--- src/rtl/core/plmr_pkg.sv ---
// Shared types and constants for the packet loss map reporter.
// No dependencies; every other file in rtl/core imports this package.
package plmr_pkg;

   localparam int MAX_PACKETS_DEF = 64;

   localparam int PKT_W      = 7;   // packet numbers and packet counts
   localparam int GRP_W      = 6;   // run counts
   localparam int SEQ_W      = 8;
   localparam int TYPE_W     = 2;
   localparam int CSR_IDX_W  = 1;
   localparam int CSR_DATA_W = 7;

   localparam logic [PKT_W-1:0] TOTAL_RESET = 7'd64;

   // request types
   localparam logic [TYPE_W-1:0] REQ_ARRIVE = 2'd0;
   localparam logic [TYPE_W-1:0] REQ_REPORT = 2'd1;
   localparam logic [TYPE_W-1:0] REQ_CLEAR  = 2'd2;

   // register indexes
   localparam logic [CSR_IDX_W-1:0] CSR_TOTAL = 1'b0;
   localparam logic [CSR_IDX_W-1:0] CSR_MODE  = 1'b1;

   // result kinds
   localparam logic KIND_ACK   = 1'b0;
   localparam logic KIND_ENTRY = 1'b1;

   typedef struct packed {
      logic [TYPE_W-1:0] req_type;
      logic [SEQ_W-1:0]  seq_number;
   } req_word_type;

   typedef struct packed {
      logic             result_kind;
      logic             accepted;
      logic             is_final_packet;
      logic             entry_valid;
      logic [PKT_W-1:0] entry_value;
      logic [PKT_W-1:0] missing_packets;
      logic [GRP_W-1:0] missing_groups;
      logic             end_of_run;
   } rsp_word_type;

   // controller -> datapath
   typedef struct packed {
      logic arrive;
      logic clear;
      logic report_empty;
      logic scan_start;
      logic scan_step;
      logic recount_start;
      logic recount_step;
   } cmd_type;

   // datapath -> controller
   typedef struct packed {
      logic out_free;
      logic pk_zero;
      logic scan_last;
      logic recount_last;
   } status_type;

endpackage

--- src/rtl/core/plmr_ctrl.sv ---
// Controller FSM: request dispatch, report scan and recount sequencing.
// Depends on plmr_pkg.
module plmr_ctrl (
   input  logic                           clock,
   input  logic                           reset,
   input  logic                           req_valid,
   output logic                           req_ready,
   input  logic [plmr_pkg::TYPE_W-1:0]    req_type,
   input  logic                           csr_we,
   input  logic [plmr_pkg::CSR_IDX_W-1:0] csr_index,
   input  plmr_pkg::status_type           status,
   output plmr_pkg::cmd_type              cmd
);
   import plmr_pkg::*;

   localparam logic [1:0] ST_IDLE    = 2'd0;
   localparam logic [1:0] ST_RECOUNT = 2'd1;
   localparam logic [1:0] ST_SCAN    = 2'd2;

   logic [1:0] state_ff;
   logic [1:0] state_in;
   logic       take;

   assign req_ready = (state_ff == ST_IDLE) && status.out_free && !csr_we;
   assign take      = req_valid && req_ready;

   always_comb begin
      state_in = state_ff;
      cmd      = '0;
      unique case (state_ff)
         ST_IDLE: begin
            if (csr_we && csr_index == CSR_TOTAL) begin
               cmd.recount_start = 1'b1;
               state_in          = ST_RECOUNT;
            end else if (take) begin
               case (req_type)
                  REQ_ARRIVE: cmd.arrive = 1'b1;
                  REQ_CLEAR:  cmd.clear  = 1'b1;
                  REQ_REPORT: begin
                     if (status.pk_zero) begin
                        cmd.report_empty = 1'b1;
                     end else begin
                        cmd.scan_start = 1'b1;
                        state_in       = ST_SCAN;
                     end
                  end
                  default: ;  // unused type, dropped
               endcase
            end
         end
         ST_RECOUNT: begin
            if (csr_we && csr_index == CSR_TOTAL) begin
               cmd.recount_start = 1'b1;   // new total: start over
            end else begin
               cmd.recount_step = 1'b1;
               if (status.recount_last) begin
                  state_in = ST_IDLE;
               end
            end
         end
         ST_SCAN: begin
            if (status.out_free) begin
               cmd.scan_step = 1'b1;
               if (status.scan_last) begin
                  state_in = ST_IDLE;
               end
            end
         end
         default: state_in = ST_IDLE;
      endcase
   end

   always_ff @(posedge clock) begin
      if (reset) begin
         state_ff <= ST_IDLE;
      end else begin
         state_ff <= state_in;
      end
   end

endmodule

--- src/rtl/core/plmr_dpath.sv ---
// Datapath: config registers, received bitmap, running loss counts,
// scan pointer and the output word register. Depends on plmr_pkg.
module plmr_dpath #(
   parameter int MAX_PACKETS = plmr_pkg::MAX_PACKETS_DEF
) (
   input  logic                            clock,
   input  logic                            reset,
   input  plmr_pkg::req_word_type          req_data,
   input  logic                            csr_we,
   input  logic [plmr_pkg::CSR_IDX_W-1:0]  csr_index,
   input  logic [plmr_pkg::CSR_DATA_W-1:0] csr_wdata,
   input  plmr_pkg::cmd_type               cmd,
   output plmr_pkg::status_type            status,
   output logic                            rsp_valid,
   input  logic                            rsp_ready,
   output plmr_pkg::rsp_word_type          rsp_data
);
   import plmr_pkg::*;

   localparam int IDX_W = $clog2(MAX_PACKETS);
   localparam int XW    = $clog2(MAX_PACKETS + 2);
   localparam logic [PKT_W-1:0] MAX_P = PKT_W'(MAX_PACKETS);
   localparam logic [PKT_W-1:0] ONE_P = PKT_W'(1);
   localparam logic [GRP_W-1:0] ONE_G = GRP_W'(1);

   logic [PKT_W-1:0]       tot_ff, tot_in;
   logic                   mode_ff, mode_in;
   logic [MAX_PACKETS-1:0] map_ff, map_in;
   logic [PKT_W-1:0]       pk_ff, pk_in;
   logic [GRP_W-1:0]       gr_ff, gr_in;
   logic [PKT_W-1:0]       n_ff, n_in;
   logic [PKT_W-1:0]       cnt_ff, cnt_in;
   logic                   half_ff, half_in;
   logic                   rsp_valid_ff, rsp_valid_in;
   rsp_word_type           rsp_ff, rsp_in;

   logic [PKT_W-1:0]       tot_eff;
   logic [MAX_PACKETS+1:0] ext;       // bit n = packet n received; ends read as received
   logic [PKT_W-1:0]       s, s_up, s_dn, n_up, n_dn, target;
   logic                   acc, fin, newly, left_miss, right_miss;
   logic                   miss, run_start, run_end, emit, advance, last;

   always_comb begin
      if (tot_ff == '0) begin
         tot_eff = ONE_P;
      end else if (tot_ff > MAX_P) begin
         tot_eff = MAX_P;
      end else begin
         tot_eff = tot_ff;
      end
   end

   assign ext = {1'b1, map_ff, 1'b1};

   // arrival
   assign s          = req_data.seq_number[PKT_W-1:0];
   assign s_up       = s + ONE_P;
   assign s_dn       = s - ONE_P;
   assign acc        = (req_data.seq_number != '0) &&
                       (req_data.seq_number <= {1'b0, tot_eff});
   assign fin        = acc && (s == tot_eff);
   assign newly      = acc && !ext[s[XW-1:0]];
   assign left_miss  = !ext[s_dn[XW-1:0]];
   assign right_miss = (s != tot_eff) && !ext[s_up[XW-1:0]];

   // scan / recount position
   assign n_up      = n_ff + ONE_P;
   assign n_dn      = n_ff - ONE_P;
   assign miss      = !ext[n_ff[XW-1:0]];
   assign run_start = miss && ext[n_dn[XW-1:0]];
   assign run_end   = miss && ((n_ff == tot_eff) || ext[n_up[XW-1:0]]);
   assign target    = mode_ff ? {gr_ff, 1'b0} : pk_ff;

   always_comb begin
      half_in = half_ff;
      if (!mode_ff) begin
         emit    = miss;
         advance = 1'b1;
      end else if (half_ff) begin
         emit    = 1'b1;
         advance = 1'b1;
         half_in = 1'b0;
      end else if (run_start && run_end) begin
         emit    = 1'b1;   // single-packet run: start now, end on the next scan step
         advance = 1'b0;
         half_in = 1'b1;
      end else begin
         emit    = run_start || run_end;
         advance = 1'b1;
      end
   end

   assign last = emit && ((cnt_ff + ONE_P) == target);

   always_comb begin
      tot_in       = tot_ff;
      mode_in      = mode_ff;
      map_in       = map_ff;
      pk_in        = pk_ff;
      gr_in        = gr_ff;
      n_in         = n_ff;
      cnt_in       = cnt_ff;
      rsp_in       = rsp_ff;
      rsp_valid_in = rsp_valid_ff && !rsp_ready;

      if (csr_we) begin
         unique case (csr_index)
            CSR_TOTAL: tot_in  = csr_wdata[PKT_W-1:0];
            CSR_MODE:  mode_in = csr_wdata[0];
            default: ;
         endcase
      end

      if (cmd.arrive) begin
         if (newly) begin
            map_in[s_dn[IDX_W-1:0]] = 1'b1;
            pk_in                   = pk_ff - ONE_P;
            if (left_miss && right_miss) begin
               gr_in = gr_ff + ONE_G;      // run split in two
            end else if (!left_miss && !right_miss) begin
               gr_in = gr_ff - ONE_G;      // run of one vanished
            end
         end
         rsp_in.result_kind     = KIND_ACK;
         rsp_in.accepted        = acc;
         rsp_in.is_final_packet = fin;
         rsp_in.entry_valid     = 1'b0;
         rsp_in.entry_value     = '0;
         rsp_in.missing_packets = pk_in;
         rsp_in.missing_groups  = gr_in;
         rsp_in.end_of_run      = 1'b1;
         rsp_valid_in           = 1'b1;
      end

      if (cmd.clear) begin
         map_in = '0;
         pk_in  = tot_eff;
         gr_in  = ONE_G;
      end

      if (cmd.report_empty) begin
         rsp_in            = '0;
         rsp_in.result_kind = KIND_ENTRY;
         rsp_in.end_of_run = 1'b1;
         rsp_valid_in      = 1'b1;
      end

      if (cmd.scan_start) begin
         n_in   = ONE_P;
         cnt_in = '0;
      end

      if (cmd.scan_step) begin
         if (advance) begin
            n_in = n_up;
         end
         if (emit) begin
            cnt_in                 = cnt_ff + ONE_P;
            rsp_in.result_kind     = KIND_ENTRY;
            rsp_in.accepted        = 1'b0;
            rsp_in.is_final_packet = 1'b0;
            rsp_in.entry_valid     = 1'b1;
            rsp_in.entry_value     = n_ff;
            rsp_in.missing_packets = pk_ff;
            rsp_in.missing_groups  = gr_ff;
            rsp_in.end_of_run      = last;
            rsp_valid_in           = 1'b1;
         end
      end

      if (cmd.recount_start) begin
         n_in  = ONE_P;
         pk_in = '0;
         gr_in = '0;
      end

      if (cmd.recount_step) begin
         n_in = n_up;
         if (miss) begin
            pk_in = pk_ff + ONE_P;
         end
         if (run_start) begin
            gr_in = gr_ff + ONE_G;
         end
      end
   end

   always_ff @(posedge clock) begin
      if (reset) begin
         tot_ff       <= TOTAL_RESET;
         mode_ff      <= 1'b0;
         map_ff       <= '0;
         pk_ff        <= MAX_P;
         gr_ff        <= ONE_G;
         half_ff      <= 1'b0;
         rsp_valid_ff <= 1'b0;
      end else begin
         tot_ff       <= tot_in;
         mode_ff      <= mode_in;
         map_ff       <= map_in;
         pk_ff        <= pk_in;
         gr_ff        <= gr_in;
         half_ff      <= cmd.scan_step ? half_in : half_ff;   // holds across stalls
         rsp_valid_ff <= rsp_valid_in;
      end
   end

   always_ff @(posedge clock) begin
      n_ff   <= n_in;
      cnt_ff <= cnt_in;
      rsp_ff <= rsp_in;
   end

   assign status.out_free     = !rsp_valid_ff || rsp_ready;
   assign status.pk_zero      = (pk_ff == '0);
   assign status.scan_last    = last;
   assign status.recount_last = (n_ff == tot_eff);

   assign rsp_valid = rsp_valid_ff;
   assign rsp_data  = rsp_ff;

endmodule

--- src/rtl/core/packet_loss_map_reporter.sv ---
// Packet loss map reporter, top level: ties controller and datapath.
// Depends on plmr_pkg, plmr_ctrl, plmr_dpath.
//
// req channel (valid/ready): one word per request - packet arrival, report
//   request, or clear for a new message. rsp channel (valid/ready): result
//   words from one output register; end_of_run marks each request's last word.
// csr port: total_packets (index 0) and the mode bit (index 1), written while
//   the block is idle.
// Arrival: ack word valid in the cycle after acceptance; loss counts are kept
//   incrementally, so arrivals sustain one per cycle when the receiver keeps up.
// Clear: no result. Report with nothing missing: one word.
// Report: the scan visits packets 1..total one per cycle when the receiver
//   keeps up, at most one word a cycle; mode 1 gives a single-packet run a start
//   and an end word. It stops after the last entry; req_ready is low meanwhile.
// Writing total_packets starts a recount of the bitmap, one packet a cycle
//   up to the effective total, req_ready low; a new total written meanwhile
//   restarts it.
// Reset: bitmap empty, total 64, mode 0, no result pending.
// Receiver stall: the output word holds and the scan pauses; requests wait
//   while the word is pending and not being taken.
module packet_loss_map_reporter #(
   parameter int MAX_PACKETS = plmr_pkg::MAX_PACKETS_DEF
) (
   input  logic                            clock,
   input  logic                            reset,
   input  logic                            req_valid,
   output logic                            req_ready,
   input  plmr_pkg::req_word_type          req_data,
   output logic                            rsp_valid,
   input  logic                            rsp_ready,
   output plmr_pkg::rsp_word_type          rsp_data,
   input  logic                            csr_we,
   input  logic [plmr_pkg::CSR_IDX_W-1:0]  csr_index,
   input  logic [plmr_pkg::CSR_DATA_W-1:0] csr_wdata
);
   import plmr_pkg::*;

   cmd_type    cmd;
   status_type status;

   // sequencing: dispatch, report scan, recount
   plmr_ctrl u_ctrl (
      .clock     (clock),
      .reset     (reset),
      .req_valid (req_valid),
      .req_ready (req_ready),
      .req_type  (req_data.req_type),
      .csr_we    (csr_we),
      .csr_index (csr_index),
      .status    (status),
      .cmd       (cmd)
   );

   // bitmap, counts and the output word
   plmr_dpath #(
      .MAX_PACKETS (MAX_PACKETS)
   ) u_dpath (
      .clock     (clock),
      .reset     (reset),
      .req_data  (req_data),
      .csr_we    (csr_we),
      .csr_index (csr_index),
      .csr_wdata (csr_wdata),
      .cmd       (cmd),
      .status    (status),
      .rsp_valid (rsp_valid),
      .rsp_ready (rsp_ready),
      .rsp_data  (rsp_data)
   );

endmodule

--- config.mk ---
export PLATFORM = sky130hd
export DESIGN_NAME = packet_loss_map_reporter
export DESIGN_NICKNAME = d
export VERILOG_FILES = /design/src/rtl/core/plmr_pkg.sv /design/src/rtl/core/plmr_ctrl.sv /design/src/rtl/core/plmr_dpath.sv /design/src/rtl/core/packet_loss_map_reporter.sv
export SDC_FILE = /design/constraint.sdc
export NUM_CORES = 1
export LEC_CHECK = 0
export ABC_AREA = 1
export BUFFER_PORTS_ARGS = -buffer_cell sky130_fd_sc_hd__buf_2
export CORE_ASPECT_RATIO = 1.5
export CORE_MARGIN = 1.5
export CORE_UTILIZATION = 50
export CTS_BUF_LIST = sky130_fd_sc_hd__clkbuf_8
export DETAILED_ROUTE_END_ITERATION = 7
export GPL_TIMING_DRIVEN = 0
export PLACE_DENSITY = 0.79
export SLEW_MARGIN = 10
export SYNTH_ARGS = -nofsm -noshare
export SYNTH_HDL_FRONTEND = slang
export SYNTH_SLANG_ARGS = --single-unit
export TNS_END_PERCENT = 1
--- constraint.sdc ---
create_clock -name clock -period 4.1 [get_ports clock]
set_input_delay 0.82 -clock clock [delete_from_list [all_inputs] [get_ports clock]]
set_output_delay 0.82 -clock clock [all_outputs]
set_load 0.05 [all_outputs]
== Word level (Yosys, flattened, before mapping) ==
Cells that the tools add are included.

* Add/subtract/negate cells: 9
* Multiply operators: 0
* Div/mod/pow operators: 0
* Magnitude comparators: 10
* Eq/ne operators: 15
* Shift-type cells: 0
* Mux-type cells: 78
* Bitwise logic cells: 2
* Reduce and logical (&&, ||, !) cells: 39

{| class="wikitable"
|+ Operators by type and width
! kind !! count
|-
| 7-bit 2-to-1 mux || 17
|-
| 25-bit 2-to-1 mux || 4
|-
| 64-bit OR || 1
|-
| 7-bit by 8-bit < comparator with 1-bit output (second input constant) || 6
|-
| 6-bit 2-to-1 mux || 8
|-
| 1-bit binary-select mux with 7-bit select || 6
|-
| 1-bit 2-to-1 mux || 29
|-
| 7-bit by 1-bit adder with 7-bit output (second input constant) || 4
|-
| 7-bit == test || 3
|-
| 7-bit by 1-bit subtractor with 7-bit output (second input constant) || 3
|-
| 2-bit 2-to-1 mux || 9
|-
| 1-bit logical AND || 16
|-
| 7-bit zero test || 2
|-
| 4-bit 2-to-1 mux || 3
|-
| 8-bit by 7-bit <= comparator with 1-bit output || 1
|-
| 1-bit zero test || 8
|-
| 2-bit AND reduction || 4
|-
| 8-bit nonzero test || 1
|-
| 7-bit > comparator (second input constant) || 1
|-
| 6-bit by 7-bit < comparator with 1-bit output (second input constant) || 1
|-
| 7-bit != test || 1
|-
| 7-bit AND reduction || 1
|-
| 6-bit by 1-bit adder with 6-bit output (second input constant) || 1
|-
| 1-bit demux with 6-bit select || 1
|-
| 13 further kinds || 22
|}

* Register bits after elaboration: 128
* Latch bits: 0
* Bits in writable memories: 0
* Memory bits (read-only): 0
* Output and inout bits: 27
* Memories kept: 0

== Depth between registers and ports, before layout ==
Gate-level depths: netlist of the first run.

* Depth in word-level cells: 15
* Mapped depth: 25
* Mapped depth without buffers: 21

== By module ==
From an unflattened synthesis of the first run, not the netlist that was laid out.

* Cells, all modules: 1746
* Area, all modules: 10186.0 µm²

{| class="wikitable"
|+ Modules (own cells, without submodules)
! module !! times used !! cells an instance !! area an instance (µm²) !! sequential area each (µm²)
|-
| plmr_dpath || 1 || 1713 || 9994.6 || 2522.4
|-
| plmr_ctrl || 1 || 33 || 191.4 || 40.0
|}

== Worst setup path after synthesis of the first run ==
Ideal clock, no wire load.

* Kind: in2reg
* Start point: input port csr_we
* End point: register u_dpath.pk_ff[6]
* Library setup time: 0.112 ns
* Arrival: 3.773 ns
* Data required time: 3.988 ns
* Setup slack: 0.215 ns
* Stages on the path: 10
* Buffers on the path: 2
* Cell sequence: nor4_1 nand2_1 nor3_1 buf_2 buf_1 nand2_1 o21ai_0 nand2_1 nand2_1 nand2_1

* Longest elaborated chain between the ends: 11
* Elaborated cells between the ends (all ways): 16
* Those cells by class: 12 x mux; 4 x reduce/logical

{| class="wikitable"
|+ Ends and longest elaborated chain
! item !! line !! RTL
|-
| start: declaration || packet_loss_map_reporter.sv:32 || <nowiki>input logic csr_we,</nowiki>
|-
| 1-bit zero test || plmr_ctrl.sv:24 || <nowiki>assign req_ready = (state_ff == ST_IDLE) && status.out_free && !csr_we;</nowiki>
|-
| 1-bit logical AND || plmr_ctrl.sv:24 ||
|-
| 1-bit logical AND || plmr_ctrl.sv:25 || <nowiki>assign take = req_valid && req_ready;</nowiki>
|-
| 4-bit 2-to-1 mux || plmr_ctrl.sv:35 || <nowiki>end else if (take) begin</nowiki>
|-
| 4-bit 2-to-1 mux || plmr_ctrl.sv:32 || <nowiki>if (csr_we && csr_index == CSR_TOTAL) begin</nowiki>
|-
| 4-bit 2-to-1 mux || plmr_ctrl.sv:30 || <nowiki>unique case (state_ff)</nowiki>
|-
| 7-bit 2-to-1 mux || plmr_dpath.sv:114 || <nowiki>if (cmd.arrive) begin</nowiki>
|-
| 7-bit 2-to-1 mux || plmr_dpath.sv:135 || <nowiki>if (cmd.clear) begin</nowiki>
|-
| 7-bit 2-to-1 mux || plmr_dpath.sv:171 || <nowiki>if (cmd.recount_start) begin</nowiki>
|-
| 7-bit 2-to-1 mux || plmr_dpath.sv:179 || <nowiki>if (miss) begin</nowiki>
|-
| 7-bit 2-to-1 mux * || plmr_dpath.sv:177 || <nowiki>if (cmd.recount_step) begin</nowiki>
|-
| end signal: assignment || plmr_dpath.sv:201 || <nowiki>pk_ff <= pk_in;</nowiki>
|-
| end: declaration || plmr_dpath.sv:29 || <nowiki>logic [PKT_W-1:0] pk_ff, pk_in;</nowiki>
|}

Mark *: on every way between the ends. The rest lies on a longest branch, timed or not.
A chain may end at the register's enable or synchronous reset.

== Worst setup path after layout of the first run ==
* Start point: input port req_data[0] in the netlist's numbering
* End point: register u_dpath.gr_ff[4]

* Longest elaborated chain between the ends: 15
* Elaborated cells between the ends (all ways): 28
* Those cells by class: 2 x add/sub; 1 x order compare; 1 x eq/ne; 14 x mux; 10 x reduce/logical

{| class="wikitable"
|+ Ends and longest elaborated chain
! item !! line !! RTL
|-
| start: declaration || packet_loss_map_reporter.sv:28 || <nowiki>input plmr_pkg::req_word_type req_data,</nowiki>
|-
| 7-bit by 1-bit adder with 7-bit output || plmr_dpath.sv:57 || <nowiki>assign s_up = s + ONE_P;</nowiki>
|-
| 1-bit binary-select mux with 7-bit select || plmr_dpath.sv:64 || <nowiki>assign right_miss = (s != tot_eff) && !ext[s_up[XW-1:0]];</nowiki>
|-
| 1-bit 2-to-1 mux (not written as such) || plmr_dpath.sv:64 ||
|-
| 1-bit zero test || plmr_dpath.sv:64 ||
|-
| 1-bit logical AND || plmr_dpath.sv:64 ||
|-
| 1-bit zero test || plmr_dpath.sv:120 || <nowiki>end else if (!left_miss && !right_miss) begin</nowiki>
|-
| 1-bit logical AND || plmr_dpath.sv:120 ||
|-
| 6-bit 2-to-1 mux || plmr_dpath.sv:120 ||
|-
| 6-bit 2-to-1 mux || plmr_dpath.sv:118 || <nowiki>if (left_miss && right_miss) begin</nowiki>
|-
| 6-bit 2-to-1 mux * || plmr_dpath.sv:115 || <nowiki>if (newly) begin</nowiki>
|-
| 6-bit 2-to-1 mux * || plmr_dpath.sv:114 ||
|-
| 6-bit 2-to-1 mux * || plmr_dpath.sv:135 ||
|-
| 6-bit 2-to-1 mux * || plmr_dpath.sv:171 ||
|-
| 6-bit 2-to-1 mux || plmr_dpath.sv:182 || <nowiki>if (run_start) begin</nowiki>
|-
| 6-bit 2-to-1 mux * || plmr_dpath.sv:177 ||
|-
| end signal: assignment || plmr_dpath.sv:202 || <nowiki>gr_ff <= gr_in;</nowiki>
|-
| end: declaration || plmr_dpath.sv:30 || <nowiki>logic [GRP_W-1:0] gr_ff, gr_in;</nowiki>
|}

Mark *: on every way between the ends. The rest lies on a longest branch, timed or not. The select of a mux whose other input is x is not followed.

==> impl_metrics.ini, run 1 <==
[worst_setup_path]
critPathArrivalTime_ps = 4060
critPathLaunchType = input port
critPathMaxFanout = 11
crit_required_ps = 4420
cp-end-kind = flop
crit_type = in -> reg

[synth]
synthTopCellsByArea = dfxtp_1 24%, nand2_1 23%, nand3_1 11%
synthFlopType = dfxtp_1
ys_seq_area_frac = 0.245
synth_edf_count = 0
synth_top_area_frac = 0.245
synth_nets = 1805
yosys_warnings = 0
avgSynthCellArea_um2 = 5.95
syn_inst = 1762
synth_area_mm2 = 0.0105
yosys_register_bits = 128
synth_top_area_cell = dfxtp_1
synth.distinct_cells = 52
async_reset_ff_frac = 0

[final_layout]
drive_gt1_frac = 0.128
final_cell_mix = 639 x nand2_1, 229 x nand3_1, 133 x a21oi_1, 128 x dfxtp_1, 124 x inv_1
nNetsFinal = 1873
stdcell_area_mm2 = 0.0115
final_common_cell = nand2_1
area_delta_synth_final_pct = 9.60
final_cells = 2108

[global_route]
grt_max_degree = 17
grt_pass1_vias = 11800
gr-total-overflow = 0
grt_use_total = 0.408
grt_antenna_before_repair = 3
grt_first_pass_wirelength_mm = 66.7

[place]
dp_cells = 2075
place_area_mm2 = 0.0111
port_buffers = 49
dp_hpwl_mm = 33.6
gp_congestion = 1.09

[sta]
fin_hold_ws_ps = 455
fin_setup_tns_ps = 0
min_period_ps = 3740
tightest_slew_ps = 983
timing.final.max_slew_violations = 0
period_share = 0.911
slew_headroom = 0.340
worst_clock_skew_ps = 13.7
fmax_mhz = 268
final_hold_viol_count = 0
rsz0062_at_grt = false
finalSetupViolations = 0

[detailed_routing]
dr.pass1.iters = 6
num_vias = 12500
drc = 0
wire_per_inst_um = 21.0
viasPerCell = 5.93
final_antenna_net_count = 0
drt-total-wl_mm = 44.2
drtIter0Drc = 1025

[clock_network]
clock_latency_ps = 470
numCtsBuffers = 17
clockRootBuffer = clkbuf_8
cts_tree = yes
ctsHoldBuffers = 0
post_cts_buffers = 0
clk_path_buf_depth = 2
htreeDepth = 4
cts_resized = 0
clock_sinks = 128
cts.clk_slew.worst_paths_ps = 80

[hold_path]
hold_class = reg -> reg

[power]
total_power_mw = 5.10
irDropWorstVdd_v = 0.000402
power_density_mw_per_mm2 = 444
p_leak_nw = 5.19

[floorplan]
start_util = 0.511
io-pin-count = 50
die_x_um = 121
dieArea_mm2 = 0.0219
num_rows = 64
dieHeight_um = 180
core_mm2 = 0.0205

[outcome]
status = completed

[flow_run]
cap_viol_max_count = 0
## metal layers
layer / vias up / GRT usage / wire [µm]
met5: - / 0 / 11
met4: 2 / 0.377 / 4900
met3: 258 / 0.0968 / 3680
met2: 623 / 0.663 / 20300
met1: 5735 / 0.427 / 15200
li1: 5892 / - / -
## flip-flops by register name, summed over array words and instances (netlist names)
signal and flops:
u_dpath.pk_ff 7, u_dpath.cnt_ff 7, u_dpath.gr_ff 6, u_dpath.map_ff 64, u_dpath.mode_ff 1, u_ctrl.state_ff 2
u_dpath.tot_ff 7, u_dpath.rsp_data 25, u_dpath.n_ff 7, u_dpath.rsp_valid 1, u_dpath.half_ff 1
## synth_stat cells (3+ instances only)
| cell | n |
|---|---|
| nand2_2 | 12 |
| inv_4 | 4 |
| or2_2 | 9 |
| ha_1 | 20 |
| inv_1 | 124 |
| nand3_1 | 229 |
| buf_2 | 33 |
| buf_6 | 11 |
| a21oi_1 | 133 |
| nand3_2 | 16 |
| o22ai_2 | 6 |
| o21ai_2 | 7 |
| nand3b_1 | 3 |
| xor2_1 | 30 |
| dfxtp_1 | 128 |
| xnor2_1 | 5 |
| o211ai_1 | 13 |
| a21oi_2 | 3 |
| o21ai_1 | 23 |
| nor2_2 | 10 |
| buf_4 | 15 |
| nand2_1 | 639 |
| inv_2 | 11 |
| clkbuf_1 | 17 |
| buf_1 | 5 |
| a31oi_1 | 3 |
| nor3_1 | 13 |
| clkinv_1 | 4 |
| nor2_1 | 110 |
| nand4_1 | 18 |
| o21ai_0 | 77 |
## area by class of cell
| cell class | count | area [µm²] |
|---|---|---|
| diodes | 1 | 2.50 |
| plain buffers | 81 | 484 |
| clock buffers | 18 | 248 |
| clock inverters | 14 | 180 |
| fillers | 2188 | 9010 |
| inverters | 144 | 552 |
| multi-input cells | 1409 | 6880 |
| flip-flops and latches | 128 | 2560 |
| well taps | 264 | 330 |
| repair buffers | 49 | 245 |
## stage by stage
| stage | util | setup slack (ps) |
|---|---|---|
| floorplan | - | 215 |
| global placement | 0.539 | -23.1 |
| detailed placement | 0.539 | -37.1 |
| CTS | 0.560 | 431 |
| global route | 0.560 | 90.9 |
| finish | 0.560 | 364 |
## final timing paths
| check | slack, ps | to | start | depth (start not counted) |
|---|---|---|---|---|
| min reg2reg | 460 | u_dpath.rsp_data[24]$_DFF_P_ | u_dpath.rsp_data[24]$_DFF_P_ | 2 |
| min | 460 | u_dpath.rsp_data[24]$_DFF_P_ | u_dpath.rsp_data[24]$_DFF_P_ | 2 |
| max reg2reg | 420 | u_dpath.gr_ff[4]$_SDFF_PP0_ | u_dpath.n_ff[0]$_DFF_P_ | 21 |
| max | 360 | u_dpath.gr_ff[4]$_SDFF_PP0_ | req_data[0] | 21 |
## logic make-up after synthesis
logic type | Yosys count | synth area share
and+or+nand+nor | 1073 | 0.446
AOI/OAI and AO/OA | 276 | 0.147
buffers and inverters | 225 | 0.0989
DFF | 128 | 0.245
xor gates and xnor gates | 40 | 0.0392
adders and majority gates | 20 | 0.0239
## where the power goes
group / total [mW] / leakage [nW] / internal, mW / switching, mW
combinational: 2.42 / 3.93 / 0.726 / 1.69
sequential: 1.45 / 1.04 / 1.37 / 0.0829
clock: 1.23 / 0.222 / 0.630 / 0.599
## critical path: stages
cell and delay, ps:
buf_2 90, buf_4 180, inv_4 70, buf_6 150, buf_4 180, ha_1 280
buf_2 180, buf_1 490, nand3_1 140, nand3_1 120, nand3_1 110, nand3_1 120
nand3_1 90, nand3_1 140, nand2_1 180, nor2_1 290, nand2_1 90, o21ai_0 80
nand2_1 100, nand3_1 90, a21oi_1 60
No activity file was read; power rests on OpenSTA's default activity.
==> inputs of run 2 (changes only) <==
--- a/config.mk
+++ b/config.mk
@@ -17,5 +17,6 @@
 export SLEW_MARGIN = 10
 export SYNTH_ARGS = -nofsm -noshare
 export SYNTH_HDL_FRONTEND = slang
+export SYNTH_HIERARCHICAL = 1
 export SYNTH_SLANG_ARGS = --single-unit
 export TNS_END_PERCENT = 1
==> constraint.sdc (replaced) <==
create_clock -name clock -period 4.1 [get_ports clock]
set_input_delay 1.025 -clock clock [delete_from_list [all_inputs] [get_ports clock]]
set_output_delay 1.025 -clock clock [all_outputs]
set_load 0.05 [all_outputs]
==> impl_metrics.ini, run 2 <==
[synth]
avgSynthCellArea_um2 = 5.83
synth_area_mm2 = 0.0102
synth_top_area_cell = dfxtp_1
syn_inst = 1746
ys_seq_area_frac = 0.252
synth_top_cells_by_count = 574 x nand2_1, 205 x nand3_1, 165 x a21oi_1, 144 x inv_1
synthTopCellsByArea = dfxtp_1 25%, nand2_1 21%, nand3_1 10%
yosysMostFrequentCell = nand2_1
async_reset_ff_frac = 0
synth.distinct_cells = 47
synth_edf_count = 0
synthFlopType = dfxtp_1
synth_nets = 1786
yosys_register_bits = 128
synth_top_area_frac = 0.252
yosys_warnings = 6

[place]
port_buffers = 49
gp_congestion = 1.02
place_area_mm2 = 0.0108
dp_slack_ps = -418
dp_hpwl_mm = 35.1
dp_cells = 2055

[final_layout]
nNetsFinal = 1853
largest_register_ffs = 64
final_cells = 2086
final_cell_mix = 573 x nand2_1, 205 x nand3_1, 165 x a21oi_1, 144 x inv_1
area_delta_synth_final_pct = 10.1
drive_gt1_frac = 0.101
stdcell_area_mm2 = 0.0112
final_common_cell = nand2_1
regMostFlops = u_dpath/map_ff
num_antenna_cells = 0
final_util = 0.565

[sta]
min_period_ps = 3770
slew_headroom = 0.345
worst_clock_skew_ps = 13.1
tightest_slew_ps = 978
fmax_mhz = 265
final_hold_viol_count = 0
fin_setup_tns_ps = 0
period_share = 0.919
fin_hold_ws_ps = 461
timing.final.max_slew_violations = 0
finalSetupViolations = 0
rsz0062_at_grt = false
setup_ws_ps = 331

[power]
p_clk_frac = 0.245
swShare = 0.470
irDropWorstVdd_v = 0.000248
combPwrFrac = 0.472
power_density_mw_per_mm2 = 466
pwr-share-seq = 0.283
p_leak_nw = 4.96
total_power_mw = 5.23
p_int_mw = 2.77
p_sw_mw = 2.45

[worst_setup_path]
critPathArrivalTime_ps = 4120
cpPeakStageDelay_ps = 480
cp-end-kind = flop
slowest_stage = clkbuf_1
crit_type = in -> reg
critPathMaxFanout = 10
crit_required_ps = 4450
critPathLaunchType = input port
cp_num_buf_inv = 5
critical-path-top-delay-family = simple AND/OR/NAND/NOR gates
crit_chain = buf_2, inv_2, clkbuf_4, ha_1, buf_2, clkbuf_1, nand3_1, nand3_1, nand3_1, nand3_1, nand3_1, nand3_1, nand2_1, nand2_1, nand2_1, nand2_1, nand2_1, nand3_1, nand2_1, nand2_1, o21ai_0

[global_route]
grt_use_total = 0.425
grt_antenna_before_repair = 0
busiest_layer = met2
gr-total-overflow = 0
grt_first_pass_wirelength_mm = 67.9
grt_pass1_vias = 11900
met2_usage = 0.749
use_met1 = 0.442
grt.met3_usage = 0.0537
grt_max_degree = 17

[clock_network]
cts_resized = 0
clockRootBuffer = clkbuf_8
clock_sinks = 128
htreeDepth = 4
post_cts_buffers = 0
numCtsBuffers = 17
clk_path_buf_depth = 2
ctsHoldBuffers = 0
cts.clk_slew.worst_paths_ps = 80
clock_latency_ps = 470
cts_tree = yes

[floorplan]
core_mm2 = 0.0199
start_util = 0.513
io-pin-count = 50
die_x_um = 120
dieHeight_um = 178
dieArea_mm2 = 0.0213
num_rows = 63

[outcome]
status = completed

[detailed_routing]
final_antenna_net_count = 0
drc = 0
drt-total-wl_mm = 45.2
dr.pass1.iters = 6
wire_per_inst_um = 21.7
viasPerCell = 6.03
num_vias = 12600
drtIter0Drc = 1394

[flow_run]
cap_viol_max_count = 0

[hold_path]
hold_class = reg -> reg
==> run 2: cell count changes in the layout (fill, tap and decap cells not counted), moves of 6 or more <==
cell / delta
nand2_2: -8
or2_2: -6
a21oi_1: +32
nand3_1: -24
nand3_2: -13
o21ai_1: +18
o21ai_0: +51
xor2_1: +8
nand2_1: -66
buf_4: -13
o21ai_2: -7
nor2_1: -14
inv_1: +20
clkbuf_1: +23
==> run 2: worst register-to-register path: stages, from the launching register on <==
cell     delay, ps
dfxtp_1        530
inv_2          190
buf_2          270
ha_1           330
xnor2_4        360
inv_1          260
nand2_1        120
o21ai_1         90
nand2_1         80
nand2_1         50
nor2_1         110
nand2_1         60
nand3_1        140
nand2_1        110
nor2_4         270
nand3_2        230
nand2_1        140
nand3_1         90
nand3_1         90
nand2_1         80
==> run 2: path summary, 6_finish.rpt <==
check	end	startpoint	slack, ps	depth (start not counted)
hold / removal	u_dpath/rsp_data[21]$_DFF_P_	u_dpath/rsp_data[21]$_DFF_P_	460	2
setup reg to reg	u_dpath/n_ff[4]$_DFF_P_	u_dpath/n_ff[1]$_DFF_P_	400	19
setup / recovery	u_dpath/rsp_data[1]$_DFF_P_	req_data[1]	330	21
hold reg to reg	u_dpath/rsp_data[21]$_DFF_P_	u_dpath/rsp_data[21]$_DFF_P_	460	2
==> run 2: power by group through the flow <==
stage	clock network, mW	logic [mW]	registers, mW
3_5_place_dp	0	2.40	1.50
5_1_grt	1.34	2.67	1.49
6_report	1.28	2.47	1.48
4_1_cts	1.28	2.41	1.48
3_3_place_gp	0	2.38	1.50
2_1_floorplan	0	1.46	1.81
==> run 2: cells by family (layout without fill, tap and decap cells) <==
group | Yosys count | in the layout | share of synthesized area
buffers and inverters | 249 | 329 | 0.104
and+or+nand+nor | 945 | 945 | 0.393
DFF | 128 | 128 | 0.252
xor gates and xnor gates | 44 | 44 | 0.0412
AOI/OAI and AO/OA | 363 | 363 | 0.189
adders and majority gates | 17 | 17 | 0.0209
==> run 2: area by class of cell <==
cell class | count | area (µm²)
fillers | 2184 | 8650
clock buffers | 18 | 248
inverters | 162 | 614
well taps | 260 | 325
repair buffers | 49 | 245
clock inverters | 14 | 203
flip-flops and latches | 128 | 2560
plain buffers | 86 | 453
multi-input cells | 1369 | 6570
==> run 2: routing by layer <==
| layer | vias to the layer above | part of all wire | wire, µm |
|---|---|---|---|
| met1 | 5800 | 0.35 | 15700 |
| met4 | 0 | 0.10 | 4620 |
| li1 | 5842 | - | - |
| met3 | 233 | 0.064 | 2890 |
| met2 | 696 | 0.49 | 22000 |
| met5 | - | 0 | 0 |
